**config.mk**
```make
export PLATFORM = sky130hd
export DESIGN_NAME = glos_queue
export DESIGN_NICKNAME = d
export VERILOG_FILES = /design/src/hw/rtl/glos_pkg.sv /design/src/hw/rtl/glos_queue.sv
export SDC_FILE = /design/constraint.sdc
export NUM_CORES = 1
export LEC_CHECK = 0
export BUFFER_PORTS_ARGS = -buffer_cell sky130_fd_sc_hd__buf_2
export CORE_MARGIN = 4
export CORE_UTILIZATION = 51
export DETAILED_ROUTE_END_ITERATION = 6
export PLACE_DENSITY = 0.78
export SYNTH_ARGS = -nofsm -noshare
export SYNTH_HDL_FRONTEND = slang
export SYNTH_SLANG_ARGS = --single-unit
```
**constraint.sdc**
```tcl
create_clock -name clk_i -period 3.3 [get_ports clk_i]
set_input_delay 0.165 -clock clk_i [delete_from_list [all_inputs] [get_ports clk_i]]
set_output_delay 0.165 -clock clk_i [all_outputs]
set_load 0.005 [all_outputs]
```
**src/hw/rtl/glos_pkg.sv**
```systemverilog
// Shared types, constants and helpers for the grid line-of-sight checker.
// No dependencies.
package glos_pkg;

  localparam int unsigned CoordW = 8;
  localparam int unsigned CfgW   = 9;
  localparam int unsigned CfgIdxW = 2;

  // Configuration register indexes
  localparam logic [CfgIdxW-1:0] CfgGridWidth  = 2'd0;
  localparam logic [CfgIdxW-1:0] CfgGridHeight = 2'd1;

  localparam logic [CfgW-1:0] CfgDimReset = 9'd256;

  // Occupancy values at or above this mark a cell blocked
  localparam logic signed [7:0] BlockLevel = 8'sd100;

  // Classified item handed from the front to the back
  typedef struct packed {
    logic              is_query;
    logic              range_err;
    logic              blk;
    logic [CoordW-1:0] sx;
    logic [CoordW-1:0] sy;
    logic [CoordW-1:0] ex;
    logic [CoordW-1:0] ey;
  } cmd_t;

  // Grid size in use
  typedef struct packed {
    logic [CfgW-1:0] width;
    logic [CfgW-1:0] height;
  } dims_t;

  // True when a coordinate lies below both the register limit and the store size
  function automatic logic in_range(input logic [CfgW-1:0] c, input logic [CfgW-1:0] lim,
                                    input int unsigned max_dim);
    return (c < lim) && (32'(c) < max_dim);
  endfunction

endpackage

```
**src/hw/rtl/glos_queue.sv**
```systemverilog
// Two-entry command queue between the front and the back end.
// Depends on glos_pkg.
module glos_queue (
  input  logic           clk_i,
  input  logic           rst_ni,
  input  logic           push_i,
  input  glos_pkg::cmd_t data_i,
  output logic           full_o,
  input  logic           pop_i,
  output logic           valid_o,
  output glos_pkg::cmd_t data_o
);

  localparam int unsigned Depth = 2;
  localparam int unsigned PtrW  = $clog2(Depth);

  glos_pkg::cmd_t  entry_q [Depth];
  logic [PtrW-1:0] wr_ptr_q, wr_ptr_d;
  logic [PtrW-1:0] rd_ptr_q, rd_ptr_d;
  logic [PtrW:0]   count_q, count_d;
  logic            do_push, do_pop;

  assign full_o  = (count_q == (PtrW+1)'(Depth));
  assign valid_o = (count_q != '0);
  assign data_o  = entry_q[rd_ptr_q];

  assign do_push = push_i && !full_o;
  assign do_pop  = pop_i && valid_o;

  // Advance pointers and occupancy
  always_comb begin
    wr_ptr_d = wr_ptr_q;
    rd_ptr_d = rd_ptr_q;
    count_d  = count_q;
    if (do_push) begin
      wr_ptr_d = (wr_ptr_q == PtrW'(Depth-1)) ? '0 : wr_ptr_q + PtrW'(1);
    end
    if (do_pop) begin
      rd_ptr_d = (rd_ptr_q == PtrW'(Depth-1)) ? '0 : rd_ptr_q + PtrW'(1);
    end
    case ({do_push, do_pop})
      2'b10:   count_d = count_q + (PtrW+1)'(1);
      2'b01:   count_d = count_q - (PtrW+1)'(1);
      default: count_d = count_q;
    endcase
  end

  always_ff @(posedge clk_i or negedge rst_ni) begin
    if (!rst_ni) begin
      wr_ptr_q <= '0;
      rd_ptr_q <= '0;
      count_q  <= '0;
    end else begin
      wr_ptr_q <= wr_ptr_d;
      rd_ptr_q <= rd_ptr_d;
      count_q  <= count_d;
    end
  end

  // Store payload
  always_ff @(posedge clk_i) begin
    if (do_push) begin
      entry_q[wr_ptr_q] <= data_i;
    end
  end

endmodule

```
=== Word level (Yosys, flattened, before mapping) ===
Memory sizes are Yosys's and may differ from the RTL's.
Index checks and enable logic that the tools add are counted.

* Add/subtract/negate cells: 4
* $mul: 0
* Divide/modulo/power cells: 0
* Magnitude comparators: 0
* Eq/ne operators: 3
* Shifts and indexed selects: 0
* Multiplexer cells: 5
* Bitwise operators: 0
* Reduce and logical (&&, ||, !) cells: 5

{| class="wikitable"
|+ Operators by type and width
! kind !! count
|-
| 2-bit equality test (second input constant) || 2
|-
| 1-bit 2-to-1 mux || 4
|-
| 2-bit one-hot mux with 2 select lines || 1
|-
| 2-bit nonzero test || 2
|-
| 1-bit adder (second input constant) || 2
|-
| 2-bit by 1-bit adder with 2-bit output (second input constant) || 1
|-
| 2-bit by 1-bit equality test with 1-bit output (second input constant) || 1
|-
| 1-bit logical AND || 2
|-
| 2-bit by 1-bit subtractor with 2-bit output (second input constant) || 1
|-
| 1-bit zero test || 1
|}

* Register bits: 4
* Bits in latches: 0
* Memory bits (writable): 70
* ROM bits: 0
* Bits of input ports: 39
* Memories: 1

{| class="wikitable"
|+ Memories
! memory !! words !! width !! read ports !! clocked after memory_dff !! write ports !! line !! source
|-
| entry_q || 2 || 35 || 1 || 0 || 1 || glos_queue.sv:17 || <nowiki>glos_pkg::cmd_t entry_q [Depth];</nowiki>
|}

=== Logic depth before layout (Yosys ltp) ===
* Word-level depth: 5
* Mapped depth: 6
* Depth with buffers taken out: 6

=== Worst setup path before layout ===
OpenSTA, ideal clock, no wires.

* Kind: reg-to-reg
* Start: register count_q[0]
* End: memory entry_q[0][0] in the netlist's numbering, enable pin
* Library setup time: 427 ps
* Arrival: 2108 ps
* Data required time: 2873 ps
* Setup slack: 765 ps
* Cell stages (with the launch flop): 4
* Path buffers: 0
* Period minus slack after synthesis: 2535 ps
* Cells stage by stage: dfrtp_1 nand2b_1 nand2_1 nor2_1

* Cells in the longest elaborated chain, start to end: 5

{| class="wikitable"
|+ RTL lines
! element !! line !! source
|-
| start: declaration || glos_queue.sv:20 || <nowiki>logic [PtrW:0] count_q, count_d;</nowiki>
|-
| start signal: assignment || glos_queue.sv:56 || <nowiki>count_q <= count_d;</nowiki>
|-
| 2-bit equality test || glos_queue.sv:23 || <nowiki>assign full_o = (count_q == (PtrW+1)'(Depth));</nowiki>
|-
| 1-bit zero test || glos_queue.sv:27 || <nowiki>assign do_push = push_i && !full_o;</nowiki>
|-
| 1-bit logical AND || glos_queue.sv:27 ||
|-
| 1-bit 2-to-1 mux || glos_queue.sv:62 || <nowiki>if (do_push) begin</nowiki>
|-
| 1-bit 2-to-1 mux (not written as such) || glos_queue.sv:63 || <nowiki>entry_q[wr_ptr_q] <= data_i;</nowiki>
|-
| end: declaration || glos_queue.sv:17 ||
|}

No other way between the ends.

=== Worst setup path in the final report ===
Ends and elaborated chain as after synthesis.

==> run metrics <==
Top delay family on crit path simple AND/OR/NAND/NOR gates; WL per Instance 15.0 um; status completed; Port Buffer Count 75; Post-DP HPWL 2840 um; Distinct cells, synth 15; RSZ-0062 raised after global routing no; number of fill cells 377; Starting Density 0.531; DIE AREA 6630 um2; Max Cap Viol 0; first-pass GRT wire length 6430 um; Netlist Area Pre-Place 2750 um2; net count after synthesis 167; Critical Path RT 3.24 ns; Critical Path Sink Type register; Worst Clk Skew 0.00707 ns; WL final 4280 um; Crit-path slowest cell nor2_4; max layer used met4; # diodes 0; Max Slew Vio Count 0; TritonCTS clock tree yes; Syn Inst Count 127; Setup TNS 0 ns; clock sink count 74; Hold Worst Slack 0.0230 ns; Crit path arrival time 1.87 ns; area of the multi-input gates 505 um2; Most used DFF post-synth edfxtp_1; syn avg cell area 21.6 um2; EDFF count, synth 70; clock slew at reported path FFs 0.07 ns; dpl ws 1.34 ns; Max IR drop VDD 0.488 mV; cts repair resizes 0; Synth async-reset ratio 0.0541; power density over the cells 812 nW/um2; Global Route Usage Sum 0.135; Seq/Total Area, Yosys 0.801; clock buffer depth 2; Hold Vio Cnt, Final 0; Routed Antenna Nets 0; CTS Buf Count 9; CP peak stage delay 0.80 ns; period utilization 0.584; largest net degree at the start of global routing 36; Root Driver clkbuf_8; nets 252; met2 wire length 2100 um; Slew HR 0.332; peak fanout along the critical path 35; routed vias/inst 4.82; Max Freq 519 MHz; Routed met1 length 1810 um; Die Y 81.4 um; Die X 81.4 um; CP cell instances nand2b_1, nand2_1, nor2_4; Iter 0 DRT Violations 39; synthesis-stage register bit count 74; Area contributors post-synth edfxtp_1, mux2_2, dfrtp_1; Core ar. 5170 um2; First-pass DRT Iterations 4; Final GP Congestion 0.700; worst-skew pair later-pin latency 0.32 ns; cell taking the most area after synthesis edfxtp_1; startpoint class of the critical path register; vias in the first global route 1430; row count 26; P_leak 1.29 nW; Syn-to-layout area delta 21.8%; min Tclk post-route 1.93 ns; worst path bufs/invs 0; Worst-Margin Slew 1.00 ns; critical path class reg -> reg; post-synth top area share 0.765; Final setup viols 0; worst min path class in -> reg; antenna violations before repair 0; Reg area 2200 um2; fraction of layout cells with a size suffix above 1 0.595; yosys synthesis warning count 0; H-tree depth 3; Via Count 1373; met3 WL 357 um; DRC Markers 0; final worst slack 1.37 ns; I/O Pins 76; grt total ovfl 0
[cell usage in the layout, fill, tap and decap left out, drive strengths merged, types with 2 or more instances in the layout]
cell type,synthesis,layout
mux2,35,35
clkbuf,0,9
nor2,2,2
buf,4,77
xnor2,3,3
edfxtp,70,70
xor2,2,2
clkinv,0,5
dfrtp,4,4
[worst register-to-register path, cell delays in order (launching register included)]
cell,delay [ns]
dfrtp_1,0.41
nand2b_1,0.17
nand2_1,0.16
nor2_4,0.80
[metal layers]
layer  GRT usage  vias up
li1            -      662
met1       0.158      658
met2       0.221       51
met3      0.0432        2
met4      0.0709        0
met5           0        -
[registers in the layout, indices dropped and copies added (netlist names)]
signal and flops:
count_q 2, rd_ptr_q 1, wr_ptr_q 1, entry_q 70
[what timing repair did]
action / CTS / global route
buffers inserted: 0 / 0
setup endpoints to repair: 0 / 0
endpoints found under the hold margin: 4 / 0
hold buffers: 1 / 0
[final cells by class]
cell class                 instances  area share
clock buffer                       9      0.0370
inverter                           1     0.00112
multi-input combinational         48       0.151
clock inverter                     5     0.00710
timing repair buffer              78       0.120
tap                               70      0.0262
sequential                        74       0.658
[cells in the mapped netlist (all sizes together) (2+ instances only)]
cell / n
edfxtp: 70
mux2: 35
buf: 4
dfrtp: 4
xnor2: 3
nor2: 2
xor2: 2
[through the flow]
| stage | total power [mW] | std cells | area [um2] | util |
|---|---|---|---|---|
| 2_1_floorplan | 1.91 | 127 | 2750 | - |
| 3_3_place_gp | 2.20 | 270 | 3190 | 0.617 |
| 3_5_place_dp | 2.22 | 270 | 3190 | 0.617 |
| 4_1_cts | 2.76 | 285 | 3350 | 0.647 |
| 5_1_grt | 2.87 | 285 | 3350 | 0.647 |
| 6_report | 2.72 | 285 | 3350 | 0.647 |
[where the power goes]
group          internal [mW]  switching, mW
logic                  0.421          0.401
registers               1.29         0.0604
clock network          0.256          0.287
total                   1.97          0.748
[logic make-up after synthesis]
group | Yosys count | synth area share
flip-flops | 74 | 0.801
multiplexers | 35 | 0.146
AND/OR/NAND/NOR | 7 | 0.0141
XOR/XNOR | 5 | 0.0159
buffers and inverters | 5 | 0.0178
adder cells (fa/ha/maj) | 1 | 0.00455
[worst paths after layout]
| kind | cells after the start | slack [ns] | end | from |
|---|---|---|---|---|
| setup reg to reg | 3 | 1.37 | entry_q[0][0]$_DFFE_PP_ | count_q[0]$_DFFE_PN0P_ |
| hold reg to reg | 1 | 0.53 | count_q[1]$_DFFE_PN0P_ | count_q[1]$_DFFE_PN0P_ |
| min in group asynchronous | 2 | 0.17 | wr_ptr_q$_DFFE_PN0P_ | rst_ni |
| max in group asynchronous | 2 | 3.01 | count_q[1]$_DFFE_PN0P_ | rst_ni |
| setup / recovery | 3 | 1.37 | entry_q[0][0]$_DFFE_PP_ | count_q[0]$_DFFE_PN0P_ |
| hold / removal | 1 | 0.02 | entry_q[1][27]$_DFFE_PP_ | data_i[27] |
No activity file was read; power rests on OpenSTA's default activity.
