===== config.mk =====
export PLATFORM = sky130hd
export DESIGN_NAME = glos_front
export DESIGN_NICKNAME = d
export VERILOG_FILES = /design/src/hw/rtl/glos_pkg.sv /design/src/hw/rtl/glos_front.sv
export SDC_FILE = /design/constraint.sdc
export NUM_CORES = 1
export LEC_CHECK = 0
export BUFFER_PORTS_ARGS = -buffer_cell sky130_fd_sc_hd__buf_4
export CAP_MARGIN = 0
export CORE_MARGIN = 1
export CORE_UTILIZATION = 31
export DETAILED_ROUTE_END_ITERATION = 16
export MAX_ROUTING_LAYER = met4
export PLACE_DENSITY = 0.74
export SYNTH_ARGS = -nofsm -noshare
export SYNTH_HDL_FRONTEND = slang
export SYNTH_SLANG_ARGS = --single-unit
export TNS_END_PERCENT = 100

===== constraint.sdc =====
create_clock -name clk_i -period 2.8 [get_ports clk_i]
set_input_delay 0.84 -clock clk_i [delete_from_list [all_inputs] [get_ports clk_i]]
set_output_delay 0.84 -clock clk_i [all_outputs]
set_load 0.01 [all_outputs]

===== src/hw/rtl/glos_pkg.sv =====
// Shared types, constants and helpers for the grid line-of-sight checker.
// No dependencies.
package glos_pkg;

  localparam int unsigned CoordW = 8;
  localparam int unsigned CfgW   = 9;
  localparam int unsigned CfgIdxW = 2;

  // Configuration register indexes
  localparam logic [CfgIdxW-1:0] CfgGridWidth  = 2'd0;
  localparam logic [CfgIdxW-1:0] CfgGridHeight = 2'd1;

  localparam logic [CfgW-1:0] CfgDimReset = 9'd256;

  // Occupancy values at or above this mark a cell blocked
  localparam logic signed [7:0] BlockLevel = 8'sd100;

  // Classified item handed from the front to the back
  typedef struct packed {
    logic              is_query;
    logic              range_err;
    logic              blk;
    logic [CoordW-1:0] sx;
    logic [CoordW-1:0] sy;
    logic [CoordW-1:0] ex;
    logic [CoordW-1:0] ey;
  } cmd_t;

  // Grid size in use
  typedef struct packed {
    logic [CfgW-1:0] width;
    logic [CfgW-1:0] height;
  } dims_t;

  // True when a coordinate lies below both the register limit and the store size
  function automatic logic in_range(input logic [CfgW-1:0] c, input logic [CfgW-1:0] lim,
                                    input int unsigned max_dim);
    return (c < lim) && (32'(c) < max_dim);
  endfunction

endpackage


===== src/hw/rtl/glos_front.sv =====
// Front end: configuration registers, input handshake and item classification.
// Depends on glos_pkg.
module glos_front #(
  parameter int unsigned MAX_DIM = 256
) (
  input  logic                               clk_i,
  input  logic                               rst_ni,
  input  logic                               cfg_valid_i,
  output logic                               cfg_ready_o,
  input  logic [glos_pkg::CfgIdxW-1:0]       cfg_index_i,
  input  logic [glos_pkg::CfgW-1:0]          cfg_data_i,
  input  logic                               in_valid_i,
  output logic                               in_stall_o,
  input  logic                               mode_i,
  input  logic [glos_pkg::CoordW-1:0]        start_x_i,
  input  logic [glos_pkg::CoordW-1:0]        start_y_i,
  input  logic [glos_pkg::CoordW-1:0]        end_x_i,
  input  logic [glos_pkg::CoordW-1:0]        end_y_i,
  input  logic signed [7:0]                  cell_value_i,
  input  logic                               q_full_i,
  input  logic                               clearing_i,
  output logic                               push_o,
  output glos_pkg::cmd_t                     cmd_o,
  output glos_pkg::dims_t                    dims_o
);

  logic [glos_pkg::CfgW-1:0] width_q, width_d;
  logic [glos_pkg::CfgW-1:0] height_q, height_d;
  logic start_ok, end_ok;

  // Register writes are always taken
  assign cfg_ready_o = 1'b1;

  always_comb begin
    width_d  = width_q;
    height_d = height_q;
    if (cfg_valid_i) begin
      case (cfg_index_i)
        glos_pkg::CfgGridWidth:  width_d  = cfg_data_i;
        glos_pkg::CfgGridHeight: height_d = cfg_data_i;
        default: ;
      endcase
    end
  end

  always_ff @(posedge clk_i or negedge rst_ni) begin
    if (!rst_ni) begin
      width_q  <= glos_pkg::CfgDimReset;
      height_q <= glos_pkg::CfgDimReset;
    end else begin
      width_q  <= width_d;
      height_q <= height_d;
    end
  end

  assign dims_o.width  = width_q;
  assign dims_o.height = height_q;

  // Hold off items while the queue is full or the map is being cleared
  assign in_stall_o = q_full_i || clearing_i;
  assign push_o     = in_valid_i && !in_stall_o;

  // Classify: range check the start point, and the end point too for a query; threshold the written value
  assign start_ok = glos_pkg::in_range({1'b0, start_x_i}, width_q, MAX_DIM) &&
                    glos_pkg::in_range({1'b0, start_y_i}, height_q, MAX_DIM);
  assign end_ok   = glos_pkg::in_range({1'b0, end_x_i}, width_q, MAX_DIM) &&
                    glos_pkg::in_range({1'b0, end_y_i}, height_q, MAX_DIM);

  assign cmd_o.is_query  = mode_i;
  assign cmd_o.range_err = mode_i ? !(start_ok && end_ok) : !start_ok;
  assign cmd_o.blk       = (cell_value_i >= glos_pkg::BlockLevel);
  assign cmd_o.sx        = start_x_i;
  assign cmd_o.sy        = start_y_i;
  assign cmd_o.ex        = end_x_i;
  assign cmd_o.ey        = end_y_i;

endmodule


* Word-level counts from Yosys, hierarchy flattened
Index checks and enable logic that the tools add are counted.
** Storage, ports and cells
- Flip-flop bits (word level) :: 18
- Output and inout bits :: 56
- Word-level logic and storage cells :: 20
** Operators by class
- Magnitude comparators :: 5
- Equality and inequality tests :: 1
- Muxes and demuxes :: 1
- Reduce and logical (&&, ||, !) cells :: 11
** Operator list (number)
- $lt A8 B9 Y1 :: 4
- $ge A8 B8 Y1 const B :: 1
- $logic_and A1 B1 Y1 :: 4
- $reduce_and A2 Y1 :: 2
- $logic_not A1 Y1 :: 3
- $eq A2 B1 Y1 const B :: 1
- $logic_not A2 Y1 :: 1
- $logic_or A1 B1 Y1 :: 1
- $mux W1 :: 1

* Depth between registers and ports, before layout
- Depth in word-level cells :: 5
- Gate-level depth with buffers :: 7
- Mapped depth without buffers :: 7

* Worst setup path after synthesis
No wires, ideal clock.
- Kind :: input to output
- Start :: input port start_y_i[6] (netlist name)
- End :: output port cmd_o[33] (netlist name)
- Data arrival time :: 1.900 ns
- Setup slack :: 0.060 ns
- Cell stages on the path :: 6
- Path through :: ha_1 -> a21o_1 -> a21oi_1 -> o22ai_1 -> a221oi_1 -> o2111ai_1
** RTL lines
- start, declared :: line glos_front.sv:16 : input logic [glos_pkg::CoordW-1:0] start_y_i,
- end, declared :: line glos_front.sv:23 : output glos_pkg::cmd_t cmd_o,

==> impl_results.md <==
* Final setup fails at 1
* Final Max Tran Viols at 0
* Largest net degree at the start of global routing at 19
* Unrepaired setup endpoints after global routing: yes
* Antenna diode count at 0
* Pre-Repair DR Iteration Count at 4
* Root buf cell: clkbuf_8
* Global-route wire length before repair at 6.19 mm
* Syn nets at 255
* Cts hold-fix bufs at 0
* Max rail drop VDD at 0.000268 V
* Post-DP Area at 2310 um^2
* CP max stage cell: a211oi_2
* Routed wire per std cell at 13.4 um
* Status: complete, but fails checks
* Cell variety after synth at 28
* Number of global-route vias before repair at 1430
* Initial core utilization at 0.333
* Overall Global Routing Usage at 0.154
* Crit path max-delay family: compound AO/OA/AOI/OAI gates
* DR iter-0 viols at 23
* Design Area, Final at 2500 um^2
* RD Place Congestion at 0.777
* Failing checks: negative setup slack
* Fin crit period at 2.95 ns
* Routed Antenna Nets at 0
* Dpl cells at 316
* Synthesized area at 1620 um^2
* GRT Residual Overflow at 0
* Slew margin rel. at 0.659
* Max-Cap Viols at 0
* Chip height at 74.4 um
* Mean Syn Cell Area at 9.61 um^2
* Core area at 4880 um^2
* Worst Path Required at 1.96 ns
* Worst Path Arrival at 2.11 ns
* Setup ws final at -0.153 ns
* Mapped Cells at 169
* Slew @ Worst Pin at 0.509 ns
* TritonCTS clock tree: built
* Setup crit start kind: input pin
* Port Buffers at 110
* Nets at 340
* Num ports at 114
* Crit-path max FO at 2
* Post-DP HPWL at 3.48 mm
* Routed vias/inst at 4.70
* Final hold slack at 0.438 ns
* H-tree Lvls at 1
* Max Buffers Root-to-Sink at 2
* Register area share after synthesis at 0.279
* Total Power at 0.00113 W
* WL final at 4.28 mm
* Final period util at 1.05
* Worst-Skew Late Latency at 0.25 ns
* F_max at 339 MHz
* Cell Pwr Density at 452 nW/um^2
* Bufs and invs on worst path at 2
* Fraction of layout cells with a size suffix above 1 at 0.593
* Clk_skew at 0 ns
* Slowest Stage Delay on Critical Path at 0.22 ns
* HP Class: in -> async
* Row count at 25
* Non-filler cells, final at 320
* Crit path depth at 8
* # clock sinks at 18
* Hold Vio Cnt, Final at 0
* Die width at 74.4 um
* Cells along the critical path: buf_6 -> ha_4 -> a21o_1 -> a21oi_2 -> o22ai_2 -> a211oi_2 -> o2111ai_1 -> buf_4
* Residual DRC at 0
* Via count at 1503
* Total die area at 5530 um^2
* #FFs+latches synth at 18
* Worst Setup Path Type: in -> out
* Clock transition at path regs at 0.07 ns
* Initial antenna violation count at 0
* Crit. End Element: output pin
* Accumulated negative setup slack at -0.153 ns
* FF-to-FF path depth at 2
* Leak Pwr at 1.30 nW
* Clock buffer count from CTS at 3
* Layout area overhead at 53.9%
* Yosys warnings at 0
-- layout make-up --
type / instances / area (um^2)
timing repair buffer: 115 / 878
sequential: 18 / 453
tap: 67 / 83.8
clock buffer: 4 / 55.1
fill: 495 / 2380
multi-input combinational: 100 / 970
inverter: 16 / 60.1
-- placed cells by master, fill, tap and decap left out, types with 2 or more instances in the layout --
master	count
a211o_1	2
a21o_1	7
a21oi_1	4
a21oi_2	3
and4b_1	3
buf_4	112
buf_6	2
clkbuf_8	4
dfrtp_1	16
dfstp_2	2
ha_1	21
ha_4	6
inv_1	16
mux2_2	11
nand2_1	11
nand2b_1	3
nor2_1	2
nor3_1	2
o2111ai_2	2
o21ai_0	7
o21ai_1	2
-- metrics by stage --
step	utilization	setup WS [ns]
2_1_floorplan	-	0.0597
3_3_place_gp	0.474	-0.244
3_5_place_dp	0.474	-0.250
4_1_cts	0.505	-0.133
5_1_grt	0.512	-0.232
6_report	0.512	-0.153
-- per-layer routing --
metal  vias up  global-route usage  wire [um]
li1        730                   -          -
met1       694               0.165       1650
met2        75               0.291       2250
met3         4              0.0298        351
met4         0              0.0314         27
met5         -                   -          0
-- synthesized netlist by cell type --
| master | instances | area (um^2) |
|---|---|---|
| buf_4 | 34 | 255 |
| ha_1 | 28 | 350 |
| dfrtp_1 | 16 | 400 |
| inv_1 | 16 | 60.1 |
| mux2_2 | 11 | 124 |
| nand2_1 | 11 | 41.3 |
| o21ai_0 | 9 | 45.0 |
| a21o_1 | 7 | 52.6 |
| a21oi_1 | 7 | 35.0 |
| and4b_1 | 3 | 30.0 |
| nand2b_1 | 3 | 18.8 |
| o2111ai_1 | 3 | 26.3 |
| a211o_1 | 2 | 17.5 |
| dfstp_2 | 2 | 52.6 |
| nor2_1 | 2 | 7.51 |
| nor3_1 | 2 | 10.0 |
| o22ai_1 | 2 | 12.5 |
| a211oi_1 | 1 | 7.51 |
| a221oi_1 | 1 | 8.76 |
| a31oi_1 | 1 | 6.26 |
| buf_2 | 1 | 5.00 |
| conb_1 | 1 | 3.75 |
| nand3b_2 | 1 | 11.3 |
| nand4b_1 | 1 | 8.76 |
| nor2b_1 | 1 | 6.26 |
| nor3b_2 | 1 | 12.5 |
| o2bb2ai_1 | 1 | 8.76 |
| or2_2 | 1 | 6.26 |
-- path summary, 6_finish.rpt --
| path | startpoint | to | slack, ns |
|---|---|---|---|
| hold reg to reg | height_q[1] | height_q[1] | 0.55 |
| setup / recovery | end_y_i[6] | cmd_o[33] | -0.15 |
| max in group asynchronous | rst_ni | height_q[8] | 2.11 |
| min in group clk_i | height_q[1] | height_q[1] | 0.55 |
| hold / removal | rst_ni | height_q[0] | 0.44 |
| setup reg to reg | width_q[6] | width_q[6] | 1.98 |
-- power by group --
part           switching, W  internal (W)  leakage, nW  total (W)
Clock             0.0000888      0.000125       0.0288   0.000214
Sequential        0.0000401      0.000312        0.214   0.000352
Combinational      0.000258      0.000307         1.06   0.000565
-- what timing repair did --
action                                  4_1_cts  5_1_grt
endpoints found under the setup margin        1        1
resized for setup                            16        5
hold endpoints to repair                      0        0
pin swaps                                    13        9
buffers inserted                              0        0
-- registers in the layout (all words and copies together) (netlist names) --
name and count:
width_q 9, height_q 9
-- kinds of logic (layout without fill, tap and decap cells) --
logic type | Yosys count | count (layout) | synth area share
AO/OA/AOI/OAI | 34 | 34 | 0.136
adder cells (fa/ha/maj) | 28 | 28 | 0.216
buffers and inverters | 51 | 135 | 0.197
flip-flops | 18 | 18 | 0.279
multiplexers | 11 | 11 | 0.0763
other | 1 | 1 | 0.00231
AND/OR/NAND/NOR | 26 | 26 | 0.0940
Note: power is estimated with default switching activity, not from simulation.
